**src/hw/rtl/stlr_pkg.sv**
```systemverilog
// Package for the slot table with live and retired lists.
// Holds sizes, command and status codes, sequencer states and the structs
// shared by the top level and the link memory. No dependencies.
package stlr_pkg;

    localparam int ENTRIES = 128;
    localparam int IDX_W   = $clog2(ENTRIES);
    localparam int LINK_W  = IDX_W + 1;
    localparam int KEY_W   = 64;
    localparam int CNT_W   = 8;

    // Link value meaning "no slot": the top bit set.
    localparam logic [LINK_W-1:0] NONE_LINK = LINK_W'(ENTRIES);

    typedef enum logic [1:0] {
        CMD_PROBE  = 2'd0,
        CMD_ATTACH = 2'd1,
        CMD_MARK   = 2'd2,
        CMD_REAP   = 2'd3
    } t_cmd;

    typedef enum logic [2:0] {
        ST_REATTACHED  = 3'd0,
        ST_ADDED       = 3'd1,
        ST_FULL        = 3'd2,
        ST_UNSUPPORTED = 3'd3,
        ST_DONE        = 3'd4
    } t_status;

    typedef enum logic [2:0] {
        S_IDLE,
        S_START,
        S_READ,
        S_EVAL,
        S_UNLINK,
        S_LINK1,
        S_LINK2,
        S_FINISH
    } t_state;

    typedef struct packed {
        t_cmd              command;
        logic [KEY_W-1:0]  identity_key;
        logic [KEY_W-1:0]  path_key;
        logic              is_block_device;
        logic [IDX_W-1:0]  slot_index;
    } t_item;

    typedef struct packed {
        t_status           status;
        logic [IDX_W-1:0]  slot;
        logic              found_live;
        logic [CNT_W-1:0]  moved_count;
    } t_result;

    // One write port for each link array.
    typedef struct packed {
        logic              we_next;
        logic [IDX_W-1:0]  wa_next;
        logic [LINK_W-1:0] wd_next;
        logic              we_prev;
        logic [IDX_W-1:0]  wa_prev;
        logic [LINK_W-1:0] wd_prev;
    } t_link_wr;

    typedef struct packed {
        logic [LINK_W-1:0] next;
        logic [LINK_W-1:0] prev;
    } t_link_rd;

endpackage

```
**src/hw/rtl/stlr_link_mem.sv**
```systemverilog
// Next and previous link arrays of the slot table, with registered reads.
// Depends on stlr_pkg. Entries never written since reset read as no slot.
module stlr_link_mem (
    input  logic                      i_clk,
    input  logic                      i_rst_n,
    input  stlr_pkg::t_link_wr        i_wr,
    input  logic [stlr_pkg::IDX_W-1:0] i_rd_addr,
    output stlr_pkg::t_link_rd        o_rd
);

    logic [stlr_pkg::LINK_W-1:0] mem_next [stlr_pkg::ENTRIES];
    logic [stlr_pkg::LINK_W-1:0] mem_prev [stlr_pkg::ENTRIES];
    logic [stlr_pkg::ENTRIES-1:0] r_next_vld;
    logic [stlr_pkg::ENTRIES-1:0] r_prev_vld;
    logic [stlr_pkg::LINK_W-1:0] r_rd_next;
    logic [stlr_pkg::LINK_W-1:0] r_rd_prev;
    logic                        r_rd_next_vld;
    logic                        r_rd_prev_vld;

    always_ff @(posedge i_clk) begin
        if (!i_rst_n) begin
            r_next_vld <= '0;
            r_prev_vld <= '0;
        end else begin
            if (i_wr.we_next) begin
                r_next_vld[i_wr.wa_next] <= 1'b1;
            end
            if (i_wr.we_prev) begin
                r_prev_vld[i_wr.wa_prev] <= 1'b1;
            end
        end
    end

    always_ff @(posedge i_clk) begin
        if (i_wr.we_next) begin
            mem_next[i_wr.wa_next] <= i_wr.wd_next;
        end
        if (i_wr.we_prev) begin
            mem_prev[i_wr.wa_prev] <= i_wr.wd_prev;
        end
        r_rd_next     <= mem_next[i_rd_addr];
        r_rd_prev     <= mem_prev[i_rd_addr];
        r_rd_next_vld <= r_next_vld[i_rd_addr];
        r_rd_prev_vld <= r_prev_vld[i_rd_addr];
    end

    assign o_rd.next = r_rd_next_vld ? r_rd_next : stlr_pkg::NONE_LINK;
    assign o_rd.prev = r_rd_prev_vld ? r_rd_prev : stlr_pkg::NONE_LINK;

endmodule
```
**config.mk**
```make
export PLATFORM = sky130hd
export DESIGN_NAME = stlr_link_mem
export DESIGN_NICKNAME = d
export VERILOG_FILES = /design/src/hw/rtl/stlr_pkg.sv /design/src/hw/rtl/stlr_link_mem.sv
export SDC_FILE = /design/constraint.sdc
export NUM_CORES = 2
export LEC_CHECK = 0
export ABC_AREA = 1
export BUFFER_PORTS_ARGS = -buffer_cell sky130_fd_sc_hd__buf_4
export CORE_MARGIN = 2
export CORE_UTILIZATION = 50
export CTS_CLUSTER_DIAMETER = 50
export CTS_CLUSTER_SIZE = 40
export DETAILED_ROUTE_END_ITERATION = 8
export GPL_ROUTABILITY_DRIVEN = 0
export HOLD_SLACK_MARGIN = 0.02
export PLACE_DENSITY = 0.68
export SLEW_MARGIN = 20
export SYNTH_ARGS = -nofsm -noshare
export SYNTH_HDL_FRONTEND = slang
export SYNTH_SLANG_ARGS = --single-unit
```
**constraint.sdc**
```tcl
create_clock -name i_clk -period 1.7 [get_ports i_clk]
set_input_delay 0.34 -clock i_clk [delete_from_list [all_inputs] [get_ports i_clk]]
set_output_delay 0.34 -clock i_clk [all_outputs]
set_load 0.005 [all_outputs]
```
==> impl_metrics.csv <==
group,metric,value,unit
pwr,power_switching,28.28,mW
sta,finalSetupViolCount,16,
floorplanning,core,185400,um2
worst_setup_path,worstPathRequired,1360,ps
worst_setup_path,crit_family,"flip-flops",
worst_hold_path,hold_path_class,"input pin to register",
drt,vias_per_cell,5.772,
yosys,syn_inst,8430,
yosys,synth_top_cell_by_area,"edfxtp_1",
floorplanning,die_w,436.1,um
sta,fin_skew,29.91,ps
pwr,switching_share,0.2461,
worst_setup_path,critical_path_class,"register to output pin",
pwr,combPwrFrac,0.076,
yosys,synth_edf_count,2048,
finish,drive_gt1_frac,0.1353,
status,status,"complete, but fails checks",
worst_setup_path,crit_path_end_kind,"output pin",
worst_setup_path,rrSetupSlack,10,ps
drt,drt.antenna.violating_nets,0,
clock_tree,cts_made_buffers,171,
drt,routed_wl,261400,um
worst_setup_path,path_cells,"buf_12 -> nand2_8 -> inv_2 -> buf_6",
worst_setup_path,critPathMaxStageDelay,500,ps
pwr,leakagePower,39.74,nW
clock_tree,cts_sinks,2322,
yosys,syn_avg_cell_area,11.07,um2
pwr,ir_drop,0.9674,mV
sta,finalHoldViolCount,0,
global_routing,grt_pass1_wl,393800,um
clock_tree,clkTransAtPathRegs,80,ps
yosys,yosys.cell_count.top_type,"nand2_1",
run,maxCapViolations,0,
global_routing,overflow,0,
floorplanning,start_util,0.5034,
finish,postLayoutCoreUtil,0.5895,
yosys,synthesis.nets,8471,
yosys,syn_area,93350,um2
worst_setup_path,crit_buf_inv,3,
yosys,ys_top_cells_by_area,"edfxtp_1, nand3_1, nand2_1, dfxtp_1, nor2_1",
yosys,ys_seq_elements,2322,
global_routing,antenna_found_initial,12,
floorplanning,die-area,190200,um2
global_routing,grt_max_degree,75,
drt,drt-pass1-iter-count,7,
sta,period_minus_slack,2065,ps
sta,grt_setup_unrepaired,"true",
pwr,power_frac_seq,0.542,
sta,setup_tns,-4985,ps
clock_tree,cts.htree.levels,4,
sta,tightest_slew,1118,ps
yosys,synth-async-reset-ratio,0,
sta,setup_ws,-365.2,ps
clock_tree,cts-root-buf,"clkbuf_16",
sta,whs,145.6,ps
yosys,dominantRegCellSynth,"edfxtp_1",
drt,drc,0,
yosys,synth.distinct_cells,15,
finish,fillers,14720,
sta,slew_headroom,0.2516,
floorplanning,rows,158,
sta,max_freq,484.2,MHz
placement,io_buffers,56,
floorplanning,ios,57,
worst_setup_path,critical_path_arrival,1730,ps
global_routing,grt.total_usage,0.2717,
clock_tree,cts_tree,"yes",
drt,via_count,66740,
yosys,netlist.area_leader.share,0.6588,
clock_tree,clk_path_buf_depth,3,
pwr,pwr_density_cell,1051,nW/um2
sta,maxSlewViolCount,0,
finish,num-nets-final,8974,
yosys,synthTopCellsByCount,"nand2_1, nand3_1, edfxtp_1, nor2_1, buf_2",
pwr,intPower,86.65,mW
floorplanning,die_h,436.1,um
placement,dp_hpwl,167000,um
finish,area_delta_synth_final,17.11,%
yosys,yosys_warnings,0,
clock_tree,clock_latency,860,ps
drt,drt-initial-drc-count,9186,
status,violations,"setup timing",
sta,period_share,1.215,
pwr,p_total,114.9,mW
worst_setup_path,crit_path_start_kind,"register",
worst_setup_path,worstPathMaxFanout,8,
pwr,power.share.clock,0.382,
worst_setup_path,slowest_stage,"dfxtp_4",
drt,detail_route.wl_per_cell,22.60,um
yosys,seq_area_frac_synth,0.7176,
finish,antenna_cells,0,
placement,dp_slack,-736.1,ps
global_routing,grt_pass1_vias,63720,
cells in the final DEF (no fill, tap or decap), drive strengths merged:
cell type       n
nor2          829
inv           171
nand2        2345
nor3           10
dfxtp         274
bufinv         10
buf           859
nand3        2268
dlygate4sd3    18
clkinvlp       12
clkinv         54
clkbuf        184
edfxtp       2048
metrics by stage:
stage          instances  instance area, um2
5_1_grt            11560              109300
3_5_place_dp       11220              102700
6_report           11560              109300
2_1_floorplan       8430               93390
4_1_cts            11560              109300
3_3_place_gp       11220              102700
final cells by class:
cell class | instances | area [um2] | share of cell area
Clock buffer | 184 | 4402 | 0.04026
Clock inverter | 138 | 1714 | 0.01568
Inverter | 109 | 464.2 | 0.004246
Multi-Input combinational cell | 5452 | 23520 | 0.2152
Sequential cell | 2322 | 66990 | 0.6128
Tap cell | 2480 | 3103 | 0.02838
Timing Repair Buffer | 877 | 9121 | 0.08344
cells by family after synthesis:
logic type             share of synthesized area
DFF                                       0.7176
buffers and inverters                    0.03265
and+or+nand+nor                           0.2498
state kept, by name, summed over array words and instances, names as in the netlist:
register       flops
r_next_vld       128
r_prev_vld       128
r_rd_prev_vld      1
mem_prev        1024
r_rd_next          8
r_rd_prev          8
r_rd_next_vld      1
mem_next        1024
routing by layer:
layer / GRT usage / up-vias / share of wire
met3: 0.04933 / 502 / 0.10
met2: 0.4269 / 3463 / 0.46
met1: 0.3829 / 32450 / 0.40
met5: 0 / - / 0.000088
met4: 0.09253 / 4 / 0.036
li1: - / 30320 / -
power by group through the flow:
stage | sequential, mW | combinational [mW] | clock (mW)
after floorplan | 63.5 | 3.97 | 0
after global placement | 63.6 | 8.26 | 0
after detailed placement | 63.6 | 8.38 | 0
after CTS | 62.3 | 8.61 | 44.4
after global routing | 62.3 | 9.32 | 46.3
final | 62.3 | 8.73 | 43.9
repair_timing:
item | CTS | global route
gates resized for setup | 61 | 14
hold buffers | 18 | 0
pin swaps | 13 | 4
setup buffers | 6 | 0
cloned | 0 | 0
endpoints found under the setup margin | 16 | 22
hold endpoints to repair | 440 | 0
worst register-to-register path, delay by kind of cell (launching register included):
family / cells / cell delay, ps
flops: 1 / 380
simple gates: 8 / 1190
path summary, 6_finish.rpt:
check                  start             end  cells past startpoint
max reg2reg  mem_next[48][7]    r_rd_next[7]                      8
max            r_rd_next_vld        o_rd[11]                      4
min reg2reg   r_next_vld[34]  r_next_vld[34]                      2
min             i_rd_addr[5]    r_rd_next[5]                      5
(Power assumes the default switching activity.)
